<file path="src/hdl/pcg32_pkg.sv">
// ----------------------------------------------------------------------------
// pcg32_pkg
// Shared types, constants and the output permutation of the PCG32 XSH-RR
// generator.
// ----------------------------------------------------------------------------
package pcg32_pkg;

  localparam logic [63:0] LCG_MULT    = 64'd6364136223846793005;
  localparam logic [63:0] LCG_STREAM  = 64'd54;
  localparam logic [63:0] LCG_INC     = (LCG_STREAM << 1) | 64'd1;
  // state after seeding with zero: (0 * mult + inc + 0) * mult + inc
  localparam logic [63:0] RESET_STATE = LCG_INC * LCG_MULT + LCG_INC;

  localparam int XSH_SHIFT = 18;
  localparam int OUT_LSB   = 27;
  localparam int ROT_LSB   = 59;

  localparam logic [1:0] OP_RESEED  = 2'd0;
  localparam logic [1:0] OP_RAW     = 2'd1;
  localparam logic [1:0] OP_FRAC    = 2'd2;
  localparam logic [1:0] OP_BOUNDED = 2'd3;

  typedef enum logic [2:0] {
    ST_IDLE,
    ST_RESEED,
    ST_THR,
    ST_DRAW,
    ST_MOD,
    ST_FIN
  } pcg_state_t;

  function automatic logic [31:0] permute(input logic [63:0] old);
    logic [63:0] xs;
    logic [31:0] mixed;
    logic [4:0]  rot;
    logic [63:0] dbl;
    xs    = old ^ (old >> XSH_SHIFT);
    mixed = xs[OUT_LSB +: 32];
    rot   = old[ROT_LSB +: 5];
    dbl   = {mixed, mixed} >> rot;
    return dbl[31:0];
  endfunction

endpackage

</file>
<file path="src/hdl/pcg32_lcg.sv">
// ----------------------------------------------------------------------------
// pcg32_lcg
// One LCG advance, state * mult + inc mod 2^64, on a single 32x32 multiplier
// over three partial products.
// ----------------------------------------------------------------------------
module pcg32_lcg (
  input  logic        clk,
  input  logic        rst_n,
  input  logic        start,
  input  logic [63:0] state_in,
  output logic        done,
  output logic [63:0] state_out
);

  logic        busy_r;
  logic [1:0]  cnt_r;
  logic        done_r;
  logic [63:0] a_r;
  logic [63:0] prod_r;
  logic [63:0] acc_r;
  logic [31:0] mul_a;
  logic [31:0] mul_b;
  logic [63:0] product;

  always_comb begin
    case (cnt_r)
      2'd0: begin
        mul_a = a_r[31:0];
        mul_b = pcg32_pkg::LCG_MULT[31:0];
      end
      2'd1: begin
        mul_a = a_r[31:0];
        mul_b = pcg32_pkg::LCG_MULT[63:32];
      end
      default: begin
        mul_a = a_r[63:32];
        mul_b = pcg32_pkg::LCG_MULT[31:0];
      end
    endcase
    product = {32'd0, mul_a} * {32'd0, mul_b};
  end

  always_ff @(posedge clk) begin
    if (!rst_n) begin
      busy_r <= 1'b0;
      cnt_r  <= 2'd0;
      done_r <= 1'b0;
    end else begin
      done_r <= 1'b0;
      if (start) begin
        busy_r <= 1'b1;
        cnt_r  <= 2'd0;
      end else if (busy_r) begin
        cnt_r <= cnt_r + 2'd1;
        if (cnt_r == 2'd3) begin
          busy_r <= 1'b0;
          done_r <= 1'b1;
        end
      end
    end
  end

  always_ff @(posedge clk) begin
    if (start) begin
      a_r <= state_in;
    end else if (busy_r) begin
      prod_r <= product;
      case (cnt_r)
        2'd1: acc_r <= prod_r + pcg32_pkg::LCG_INC;
        2'd2: acc_r[63:32] <= acc_r[63:32] + prod_r[31:0];
        2'd3: acc_r[63:32] <= acc_r[63:32] + prod_r[31:0];
        default: ;
      endcase
    end
  end

  assign done      = done_r;
  assign state_out = acc_r;

endmodule

</file>
<file path="src/hdl/pcg32_div.sv">
// ----------------------------------------------------------------------------
// pcg32_div
// Restoring 32-bit divider, one quotient bit a cycle; only the remainder is
// kept.
// ----------------------------------------------------------------------------
module pcg32_div (
  input  logic        clk,
  input  logic        rst_n,
  input  logic        start,
  input  logic [31:0] dividend,
  input  logic [31:0] divisor,
  output logic        done,
  output logic [31:0] remainder
);

  logic        busy_r;
  logic [4:0]  cnt_r;
  logic        done_r;
  logic [31:0] rem_r;
  logic [31:0] q_r;
  logic [31:0] dvs_r;
  logic [32:0] shifted;
  logic [32:0] diff;
  logic [31:0] rem_nxt;

  always_comb begin
    shifted = {rem_r, q_r[31]};
    diff    = shifted - {1'b0, dvs_r};
    rem_nxt = diff[32] ? shifted[31:0] : diff[31:0];
  end

  always_ff @(posedge clk) begin
    if (!rst_n) begin
      busy_r <= 1'b0;
      cnt_r  <= 5'd0;
      done_r <= 1'b0;
    end else begin
      done_r <= 1'b0;
      if (start) begin
        busy_r <= 1'b1;
        cnt_r  <= 5'd0;
      end else if (busy_r) begin
        cnt_r <= cnt_r + 5'd1;
        if (cnt_r == 5'd31) begin
          busy_r <= 1'b0;
          done_r <= 1'b1;
        end
      end
    end
  end

  always_ff @(posedge clk) begin
    if (start) begin
      rem_r <= 32'd0;
      q_r   <= dividend;
      dvs_r <= divisor;
    end else if (busy_r) begin
      rem_r <= rem_nxt;
      q_r   <= {q_r[30:0], 1'b0};
    end
  end

  assign done      = done_r;
  assign remainder = rem_r;

endmodule

</file>
<file path="src/hdl/pcg32_random_generator.sv">
// ----------------------------------------------------------------------------
// pcg32_random_generator
// PCG32 XSH-RR generator with reseed, raw word, 0.24 fraction and bounded
// integer operations.
//
// Input transactions carry op, low_bound and high_bound on in_tdata; one is
// taken at a time, and in_tready is low while an operation is in progress.
// A reseed gives no output transaction; every other op gives one on out_tdata.
// An LCG advance runs on one shared 32x32 multiplier. A raw word, fraction
// or full-span draw takes one LCG advance and then loads the output register.
// A bounded draw first finds the rejection threshold on the one-bit-a-cycle
// divider, then draws a word, takes its remainder on the divider and loads the
// output register; each rejected word costs one more LCG advance. A reseed is
// ready again once its advance is done. An empty range returns low_bound.
// The result sits in an output register, so a new transaction is accepted
// while out_tvalid waits for out_tready; a second result then waits until
// the first is taken.
// Reset (rst_n low, synchronous) clears the seed register and loads the state
// that seeding with zero gives. cfg_wr_en writes cfg_wr_data to the seed;
// it is used by the next reseed op.
// ----------------------------------------------------------------------------
module pcg32_random_generator (
  input  logic        clk,
  input  logic        rst_n,
  input  logic        cfg_wr_en,
  input  logic [63:0] cfg_wr_data,
  input  logic        in_tvalid,
  output logic        in_tready,
  input  logic [71:0] in_tdata,   // op[1:0], low_bound[33:2], high_bound[65:34], zero
  output logic        out_tvalid,
  input  logic        out_tready,
  output logic [87:0] out_tdata   // raw_word[31:0], fraction[55:32], bounded_value[87:56]
);

  pcg32_pkg::pcg_state_t state_r, state_nxt;

  logic [63:0] seed_r;
  logic [63:0] lcg_r;
  logic [1:0]  op_r;
  logic [31:0] lo_r;
  logic [31:0] range_r;
  logic [31:0] thr_r;
  logic [31:0] word_r;
  logic        full_r;
  logic [31:0] res_raw_r;
  logic [23:0] res_frac_r;
  logic [31:0] res_bnd_r;
  logic        out_valid_r;
  logic [87:0] out_data_r;

  logic [1:0]  in_op;
  logic [31:0] in_lo;
  logic [31:0] in_hi;
  logic [31:0] in_range;
  logic        in_fire;
  logic        in_empty;
  logic        in_full;
  logic        word_ok;
  logic        fin_go;

  logic        lcg_start;
  logic [63:0] lcg_in;
  logic        lcg_done;
  logic [63:0] lcg_res;
  logic        div_start;
  logic [31:0] div_dividend;
  logic [31:0] div_divisor;
  logic        div_done;
  logic [31:0] div_rem;

  assign in_op    = in_tdata[1:0];
  assign in_lo    = in_tdata[33:2];
  assign in_hi    = in_tdata[65:34];
  assign in_range = in_hi - in_lo + 32'd1;
  assign in_fire  = in_tvalid && in_tready;
  assign in_empty = $signed(in_lo) >= $signed(in_hi);
  assign in_full  = (in_range == 32'd0);
  assign word_ok  = (word_r >= thr_r);
  assign fin_go   = !out_valid_r || out_tready;

  assign in_tready = (state_r == pcg32_pkg::ST_IDLE);

  pcg32_lcg u_lcg (
    .clk       (clk),
    .rst_n     (rst_n),
    .start     (lcg_start),
    .state_in  (lcg_in),
    .done      (lcg_done),
    .state_out (lcg_res)
  );

  pcg32_div u_div (
    .clk       (clk),
    .rst_n     (rst_n),
    .start     (div_start),
    .dividend  (div_dividend),
    .divisor   (div_divisor),
    .done      (div_done),
    .remainder (div_rem)
  );

  // next state
  always_comb begin
    state_nxt = state_r;
    case (state_r)
      pcg32_pkg::ST_IDLE: begin
        if (in_fire) begin
          case (in_op)
            pcg32_pkg::OP_RESEED: state_nxt = pcg32_pkg::ST_RESEED;
            pcg32_pkg::OP_BOUNDED: begin
              if (in_empty) begin
                state_nxt = pcg32_pkg::ST_FIN;
              end else if (in_full) begin
                state_nxt = pcg32_pkg::ST_DRAW;
              end else begin
                state_nxt = pcg32_pkg::ST_THR;
              end
            end
            default: state_nxt = pcg32_pkg::ST_DRAW;
          endcase
        end
      end
      pcg32_pkg::ST_RESEED: begin
        if (lcg_done) state_nxt = pcg32_pkg::ST_IDLE;
      end
      pcg32_pkg::ST_THR: begin
        if (div_done) state_nxt = pcg32_pkg::ST_DRAW;
      end
      pcg32_pkg::ST_DRAW: begin
        if (lcg_done) begin
          if (op_r != pcg32_pkg::OP_BOUNDED || full_r) begin
            state_nxt = pcg32_pkg::ST_FIN;
          end else if (word_ok) begin
            state_nxt = pcg32_pkg::ST_MOD;
          end
        end
      end
      pcg32_pkg::ST_MOD: begin
        if (div_done) state_nxt = pcg32_pkg::ST_FIN;
      end
      pcg32_pkg::ST_FIN: begin
        if (fin_go) state_nxt = pcg32_pkg::ST_IDLE;
      end
      default: state_nxt = pcg32_pkg::ST_IDLE;
    endcase
  end

  // unit strobes
  always_comb begin
    lcg_start    = 1'b0;
    lcg_in       = lcg_r;
    div_start    = 1'b0;
    div_dividend = word_r;
    div_divisor  = range_r;
    case (state_r)
      pcg32_pkg::ST_IDLE: begin
        if (in_fire) begin
          case (in_op)
            pcg32_pkg::OP_RESEED: begin
              lcg_start = 1'b1;
              lcg_in    = pcg32_pkg::LCG_INC + seed_r;
            end
            pcg32_pkg::OP_BOUNDED: begin
              if (!in_empty && in_full) begin
                lcg_start = 1'b1;
              end else if (!in_empty) begin
                div_start    = 1'b1;
                div_dividend = 32'd0 - in_range;
                div_divisor  = in_range;
              end
            end
            default: lcg_start = 1'b1;
          endcase
        end
      end
      pcg32_pkg::ST_THR: begin
        lcg_start = div_done;
      end
      pcg32_pkg::ST_DRAW: begin
        if (lcg_done && op_r == pcg32_pkg::OP_BOUNDED && !full_r) begin
          if (word_ok) begin
            div_start = 1'b1;
          end else begin
            lcg_start = 1'b1;
            lcg_in    = lcg_res;
          end
        end
      end
      default: ;
    endcase
  end

  always_ff @(posedge clk) begin
    if (!rst_n) begin
      state_r     <= pcg32_pkg::ST_IDLE;
      seed_r      <= 64'd0;
      lcg_r       <= pcg32_pkg::RESET_STATE;
      out_valid_r <= 1'b0;
    end else begin
      state_r <= state_nxt;
      if (cfg_wr_en) seed_r <= cfg_wr_data;
      if ((state_r == pcg32_pkg::ST_RESEED || state_r == pcg32_pkg::ST_DRAW) && lcg_done) begin
        lcg_r <= lcg_res;
      end
      if (state_r == pcg32_pkg::ST_FIN && fin_go) begin
        out_valid_r <= 1'b1;
      end else if (out_tready) begin
        out_valid_r <= 1'b0;
      end
    end
  end

  always_ff @(posedge clk) begin
    case (state_r)
      pcg32_pkg::ST_IDLE: begin
        if (in_fire) begin
          op_r       <= in_op;
          lo_r       <= in_lo;
          range_r    <= in_range;
          full_r     <= in_full;
          word_r     <= pcg32_pkg::permute(lcg_r);
          res_raw_r  <= 32'd0;
          res_frac_r <= 24'd0;
          if (in_op == pcg32_pkg::OP_BOUNDED && in_empty) begin
            res_bnd_r <= in_lo;
          end else begin
            res_bnd_r <= 32'd0;
          end
        end
      end
      pcg32_pkg::ST_THR: begin
        if (div_done) begin
          thr_r  <= div_rem;
          word_r <= pcg32_pkg::permute(lcg_r);
        end
      end
      pcg32_pkg::ST_DRAW: begin
        if (lcg_done) begin
          case (op_r)
            pcg32_pkg::OP_RAW:  res_raw_r  <= word_r;
            pcg32_pkg::OP_FRAC: res_frac_r <= word_r[31:8];
            default: begin
              if (full_r) begin
                res_bnd_r <= lo_r + word_r;
              end else if (!word_ok) begin
                word_r <= pcg32_pkg::permute(lcg_res);
              end
            end
          endcase
        end
      end
      pcg32_pkg::ST_MOD: begin
        if (div_done) res_bnd_r <= lo_r + div_rem;
      end
      pcg32_pkg::ST_FIN: begin
        if (fin_go) out_data_r <= {res_bnd_r, res_frac_r, res_raw_r};
      end
      default: ;
    endcase
  end

  assign out_tvalid = out_valid_r;
  assign out_tdata  = out_data_r;

endmodule

</file>
<file path="config.mk">
export PLATFORM = sky130hd
export DESIGN_NAME = pcg32_random_generator
export DESIGN_NICKNAME = d
export VERILOG_FILES = /design/src/hdl/pcg32_pkg.sv /design/src/hdl/pcg32_lcg.sv /design/src/hdl/pcg32_div.sv /design/src/hdl/pcg32_random_generator.sv
export SDC_FILE = /design/constraint.sdc
export NUM_CORES = 2
export LEC_CHECK = 0
export CAP_MARGIN = 0
export CELL_PAD_IN_SITES_DETAIL_PLACEMENT = 0
export CELL_PAD_IN_SITES_GLOBAL_PLACEMENT = 1
export CORE_ASPECT_RATIO = 1.5
export CORE_UTILIZATION = 39
export CTS_CLUSTER_DIAMETER = 80
export CTS_CLUSTER_SIZE = 24
export DETAILED_ROUTE_END_ITERATION = 8
export DONT_BUFFER_PORTS = 1
export GPL_TIMING_DRIVEN = 0
export HOLD_SLACK_MARGIN = 0.03
export PLACE_DENSITY_LB_ADDON = 0.15
export SKIP_CTS_REPAIR_TIMING = 1
export SYNTH_ARGS = -nofsm -noshare
export SYNTH_HDL_FRONTEND = slang
export SYNTH_HIERARCHICAL = 1
export SYNTH_SLANG_ARGS = --single-unit
</file>
<file path="constraint.sdc">
create_clock -name clk -period 15.4 [get_ports clk]
set_input_delay 2.31 -clock clk [delete_from_list [all_inputs] [get_ports clk]]
set_output_delay 2.31 -clock clk [all_outputs]
set_load 0.01 [all_outputs]
</file>
Word-level counts from Yosys, hierarchy flattened
Cells that the tools add are included.
{"block": "op_classes", "add_sub_neg": 11, "mul": 1, "magnitude_cmp": 2, "eq_ne": 27, "shift": 2, "mux": 78, "bitwise": 6, "n_reduce_logical": 41}
{"operator": "$mux 32", "count": 29}
{"operator": "$mux 64", "count": 4}
{"operator": "$pmux 32 s3", "count": 2}
{"operator": "$pmux 32 s2", "count": 2}
{"operator": "$pmux 64 s2", "count": 1}
{"operator": "$shr 64x5->32", "count": 2}
{"operator": "$xor 59x46->59", "count": 2}
{"operator": "$add 32x32->32", "count": 3}
{"operator": "$mux 24", "count": 3}
{"operator": "$add 64x7->64 const B", "count": 1}
{"operator": "$add 7x64->64 const A", "count": 1}
{"operator": "$ge 32x32->1", "count": 2}
{"operator": "$mul 32x31->63", "count": 1}
{"operator": "$pmux 24 s2", "count": 1}
{"operator": "$sub 33x32->33", "count": 1}
{"operator": "$add 32x1->32 const B", "count": 1}
{"operator": "$logic_not 32->1", "count": 1}
{"operator": "$sub 1x32->32 const A", "count": 1}
{"operator": "$sub 32x32->32", "count": 1}
{"operator": "$mux 29", "count": 1}
{"operator": "$mux 3", "count": 9}
{"operator": "$mux 1", "count": 22}
{"operator": "$pmux 3 s6", "count": 1}
{"operator": "$ne 2x1->1 const B", "count": 7}
{"operator": "28 further kinds", "count": 69}
{"block": "totals", "ff_bits": 738, "in_bits": 141, "elab_cells": 195}

Depth between registers and ports, before layout
{"block": "depth", "ltp_word": 10, "mapped_depth": 39, "ltp_nobuf": 36}

Modules after synthesis
Netlist, hierarchy kept.
{"module": "pcg32_lcg", "instances": 1, "cells_per_inst": 3141, "area_each_um2": 32110.8, "seq_area_each_um2": 5845.6}
{"module": "pcg32_random_generator", "instances": 1, "cells_per_inst": 2964, "area_each_um2": 28023.1, "seq_area_each_um2": 11861.4}
{"module": "pcg32_div", "instances": 1, "cells_per_inst": 572, "area_each_um2": 6078.3, "seq_area_each_um2": 2702.6}

Least setup slack after synthesis
No wires, ideal clock.
{"block": "synth_timing", "path_kind": "input -> register", "startpoint": "input in_tdata[35]", "endpoint": "register u_lcg.acc_r[32], in the netlist u_lcg/state_out[32], enable pin", "setup_ns": 0.425, "arrival_ns": 11.639, "t_required_ns": 14.975, "path_slack_ns": 3.337, "cell_stages": 19, "cell_sequence": "inv_1 ha_1 inv_1 ha_1 fa_1 o2bb2ai_1 a21oi_2 o41ai_2 a31oi_1 o31a_1 a21oi_1 xor2_1 or4_1 clkbuf_1 nor3_1 nand2_1 nand2_1 nor2b_1 nor2b_1"}
{"block": "synth_via", "elab_chain_len": 10, "elab_cells_between_ends": 12, "classes_between": "add/sub (2); order compare (1); mux (4); bitwise (1); reduce/logical (4)"}
{"element": "start, declared", "line": "pcg32_random_generator.sv:29", "source": "input logic [71:0] in_tdata,"}
{"element": "$sub 32x32->32", "line": "pcg32_random_generator.sv:74", "source": "assign in_range = in_hi - in_lo + 32'd1;"}
{"element": "$add 32x1->32", "line": "pcg32_random_generator.sv:74"}
{"element": "named net in_range[29]", "line": "pcg32_random_generator.sv:54", "source": "logic [31:0] in_range;"}
{"element": "$logic_not 32->1", "line": "pcg32_random_generator.sv:77", "source": "assign in_full = (in_range == 32'd0);"}
{"element": "$logic_and 1x1->1", "line": "pcg32_random_generator.sv:164", "source": "if (!in_empty && in_full) begin"}
{"element": "$mux 1", "line": "pcg32_random_generator.sv:164"}
{"element": "$mux 1", "line": "pcg32_random_generator.sv:158", "source": "case (in_op)"}
{"element": "$mux 1", "line": "pcg32_random_generator.sv:157", "source": "if (in_fire) begin"}
{"element": "$pmux 1 s3", "line": "pcg32_random_generator.sv:155", "source": "case (state_r)"}
{"element": "named net lcg_start", "line": "pcg32_random_generator.sv:61", "source": "logic lcg_start;"}
{"element": "$not 1->1 (no line)"}
{"element": "$reduce_and 3->1 (no line)"}
{"element": "end signal, assigned", "line": "pcg32_lcg.sv:69", "source": "2'd1: acc_r <= prod_r + pcg32_pkg::LCG_INC;"}
{"element": "end signal, assigned", "line": "pcg32_lcg.sv:70", "source": "2'd2: acc_r[63:32] <= acc_r[63:32] + prod_r[31:0];"}
{"element": "end signal, assigned", "line": "pcg32_lcg.sv:71", "source": "2'd3: acc_r[63:32] <= acc_r[63:32] + prod_r[31:0];"}
{"element": "end, declared", "line": "pcg32_lcg.sv:20", "source": "logic [63:0] acc_r;"}
The timed path passes the listed nets, and every way through them passes these cells.
A chain may end at the register's enable or synchronous reset.

Worst setup path in the final report
{"block": "layout_timing", "startpoint": "register u_lcg.cnt_r[1]", "endpoint": "register u_lcg.prod_r[52], data pin"}
{"block": "layout_via", "elab_chain_len": 4, "elab_cells_between_ends": 6, "classes_between": "mul (1); eq/ne (1); mux (2); reduce/logical (2)"}
{"element": "start, declared", "line": "pcg32_lcg.sv:16", "source": "logic [1:0] cnt_r;"}
{"element": "start signal, assigned", "line": "pcg32_lcg.sv:54", "source": "cnt_r <= cnt_r + 2'd1;"}
{"element": "$eq 2x1->1 / $logic_not 2->1 (equally long branches)", "line": "pcg32_lcg.sv:26", "source": "case (cnt_r)"}
{"element": "$reduce_or 2->1 (no line)"}
{"element": "$mux 32", "line": "pcg32_lcg.sv:26"}
{"element": "$mul 32x31->63 (*)", "line": "pcg32_lcg.sv:40", "source": "product = {32'd0, mul_a} * {32'd0, mul_b};"}
{"element": "named net u_lcg.product[52]", "line": "pcg32_lcg.sv:23", "source": "logic [63:0] product;"}
{"element": "end signal, assigned", "line": "pcg32_lcg.sv:67", "source": "prod_r <= product;"}
{"element": "end, declared", "line": "pcg32_lcg.sv:19", "source": "logic [63:0] prod_r;"}
Mark *: on every way through the listed nets, which the timed path passes. The rest lies on a longest branch.

==> flow_metrics.tcl <==
set metrics [dict create \
    num_vias 49574 \
    hold_depth 0 \
    drt_iter0_drc 3256 \
    cpMostUsedCell "fa_1" \
    fin_crit_sh_pct 81.3 \
    status "finished, final reports clean" \
    drt-pass1-iter-count 6 \
    ys_top_cells_by_count "inv_1, ha_1, nand2_1" \
    core_mm2 0.168 \
    synth_ff_type "edfxtp_1" \
    setup_ws_ns 2.88 \
    drive_above_1_share_pct 4.78 \
    start_util_pct 39.4 \
    required_ns 15.78 \
    synth_top_area_share_pct 25.5 \
    finalHoldViolCount 0 \
    cp.arrival_ns 12.90 \
    slew_viol_final 0 \
    grt_overflow 0 \
    crit_path_top_delay_cell "mux2i_1" \
    rr_worst_depth 31 \
    ys_async_sr_fraction_pct 0 \
    ant_nets 0 \
    ios 231 \
    avgSynthCellArea_um2 9.92 \
    synth-seq-cells 738 \
    worstSetupPathType "flip-flop to flip-flop" \
    layout.nets 8097 \
    cts.sinks 738 \
    track_usage_pct 29.9 \
    num_rows 184 \
    antenna_found_initial 39 \
    cp-end-kind "flip-flop" \
    synth_area_leaders "edfxtp_1, fa_1, ha_1" \
    cap_violations 0 \
    ys_seq_area_share_pct 30.8 \
    cts-root-buf "clkbuf_16" \
    slew-limit-headroom_pct 8.20 \
    startpoint_type "flip-flop" \
    drcViolationCount 0 \
    via_per_inst 5.48 \
    hp-class "flip-flop to flip-flop" \
    finClkSkew_ns 0.0556 \
    yosys.area.top_type "edfxtp_1" \
    fmax_mhz 79.9 \
    worstMarginPinSlew_ns 1.34 \
    die_y_um 507 \
    chipWidth_um 338 \
    cts_tree "done" \
    critical_path.max_fanout 10 \
    dpl_worst_slack_ns 2.86 \
    fill_cells 16615 \
    avgRoutedWirePerCell_um 28.5 \
    die_area_mm2 0.171 \
    io_buffers 0 \
    gp_congestion 0.987 \
    rsz0062_at_grt "no" \
    syn_area_mm2 0.0662 \
    cts_buffer_depth 3 \
    finalSetupViolations 0 \
    synth.distinct_cells 113 \
    fin_cells 9052 \
    place_inst 8959 \
    crit_path_max_incr_delay_ns 1.12 \
    area_delta_synth_final_pct 6.95 \
    yosysWarnings 6 \
    insertion_delay_ns 0.67 \
    yosysMostFrequentCell "inv_1" \
    wirelength_um 258000 \
    fin_crit_ns 12.52 \
    h-tree-depth 2 \
    clk_pin_slew_ns 0.10 \
    grt_start_max_net_pins 65 \
    synth_edf_count 563 \
    cts-buffers-inserted 40 \
    place_hpwl_um 218000 \
    multi_input_area_mm2 0.0410 \
    synth_cells 6677 \
    grt_pass1_vias 51108 \
    seq_area_mm2 0.0204 \
    grt_pass1_wl_um 367000 \
]
[per-layer routing]
layer	up-vias	share of wire, %	track usage [%]
met5	-	0.0081	0
met4	4	8.3	21.0
met3	603	4.5	3.62
met2	1624	53	56.1
met1	24628	35	30.5
li1	22715	-	-
[layout by cell type (no fill, tap or decap), types with 102 or more instances in the layout]
cell type / count
a21o_1: 102
a21oi_1: 297
clkbuf_1: 187
dfxtp_1: 175
edfxtp_1: 563
fa_1: 538
ha_1: 649
inv_1: 1051
mux2i_1: 230
nand2_1: 585
nand3_1: 120
nor2_1: 403
o21ai_0: 262
xnor2_1: 213
xor2_1: 166
[critical path: cells and delay by family, from the launching register on]
kind	cells	cell delay [ns]
adder cells (fa/ha/maj)	10	5.14
buffers and inverters	10	2.62
AO/OA/AOI/OAI	6	1.87
multiplexers	1	1.12
AND/OR/NAND/NOR	3	0.99
flip-flops	1	0.40
XOR/XNOR	1	0.09
[worst paths after layout]
path,from,endpoint,slack (ns)
max,u_lcg/cnt_r[1]$_SDFFE_PP0P_,u_lcg/prod_r[52]$_DFFE_PP_,2.88
min,res_frac_r[21]$_SDFFCE_PN0P_,out_tdata[53]$_DFFE_PP_,0.42
max reg2reg,u_lcg/cnt_r[1]$_SDFFE_PP0P_,u_lcg/prod_r[52]$_DFFE_PP_,2.88
min reg2reg,res_frac_r[21]$_SDFFCE_PN0P_,out_tdata[53]$_DFFE_PP_,0.42
[cell type report]
class / count / share of cell area (%)
multi-input combinational: 4663 / 57.9
sequential: 738 / 28.8
inverter: 1065 / 5.65
tap: 2232 / 3.94
clock buffer: 62 / 1.53
buffer: 240 / 1.51
timing repair buffer: 21 / 0.421
clock inverter: 11 / 0.207
antenna: 20 / 0.0707
[through the flow]
step / hold WS [ns] / setup TNS (ns) / util (%) / area [um^2]
after floorplan: 0.400 / 0 / - / 66300
after global placement: 0.402 / -86.46 / 41.1 / 69100
after detailed placement: 0.405 / 0 / 41.4 / 69500
after CTS: 0.417 / 0 / 42.1 / 70800
after global routing: 0.426 / 0 / 42.1 / 70800
final: 0.423 / 0 / 42.1 / 70800
[flip-flops by register name, summed over array words and instances (netlist names), 2 cells and up]
signal and cells:
thr_r 32, word_r 32, u_lcg/a_r 64, u_lcg/prod_r 64, u_lcg/state_out 64, res_raw_r 32
res_bnd_r 32, state_r 3, lo_r 32, u_div/cnt_r 5, out_tdata 88, u_lcg/cnt_r 2
u_div/remainder 32, lcg_r 64, op_r 2, res_frac_r 24, u_div/dvs_r 32, seed_r 64
range_r 32, u_div/q_r 32
[cells by family (layout without fill, tap and decap cells)]
kind of cell | count (synthesis) | after routing | share of synthesized area (%)
simple gates | 1597 | 1597 | 11.2
buf+inv | 1305 | 1399 | 7.65
fa+ha+maj | 1189 | 1189 | 28.6
compound gates | 1125 | 1125 | 11.2
flops | 738 | 738 | 30.8
xor+xnor | 381 | 381 | 5.06
mux | 340 | 340 | 5.58
other cells | 2 | 51 | 0.0113
Power is left out: the tool's default activity adds up to more than one toggle a clock period on the data nets, which glitch-free logic cannot reach.
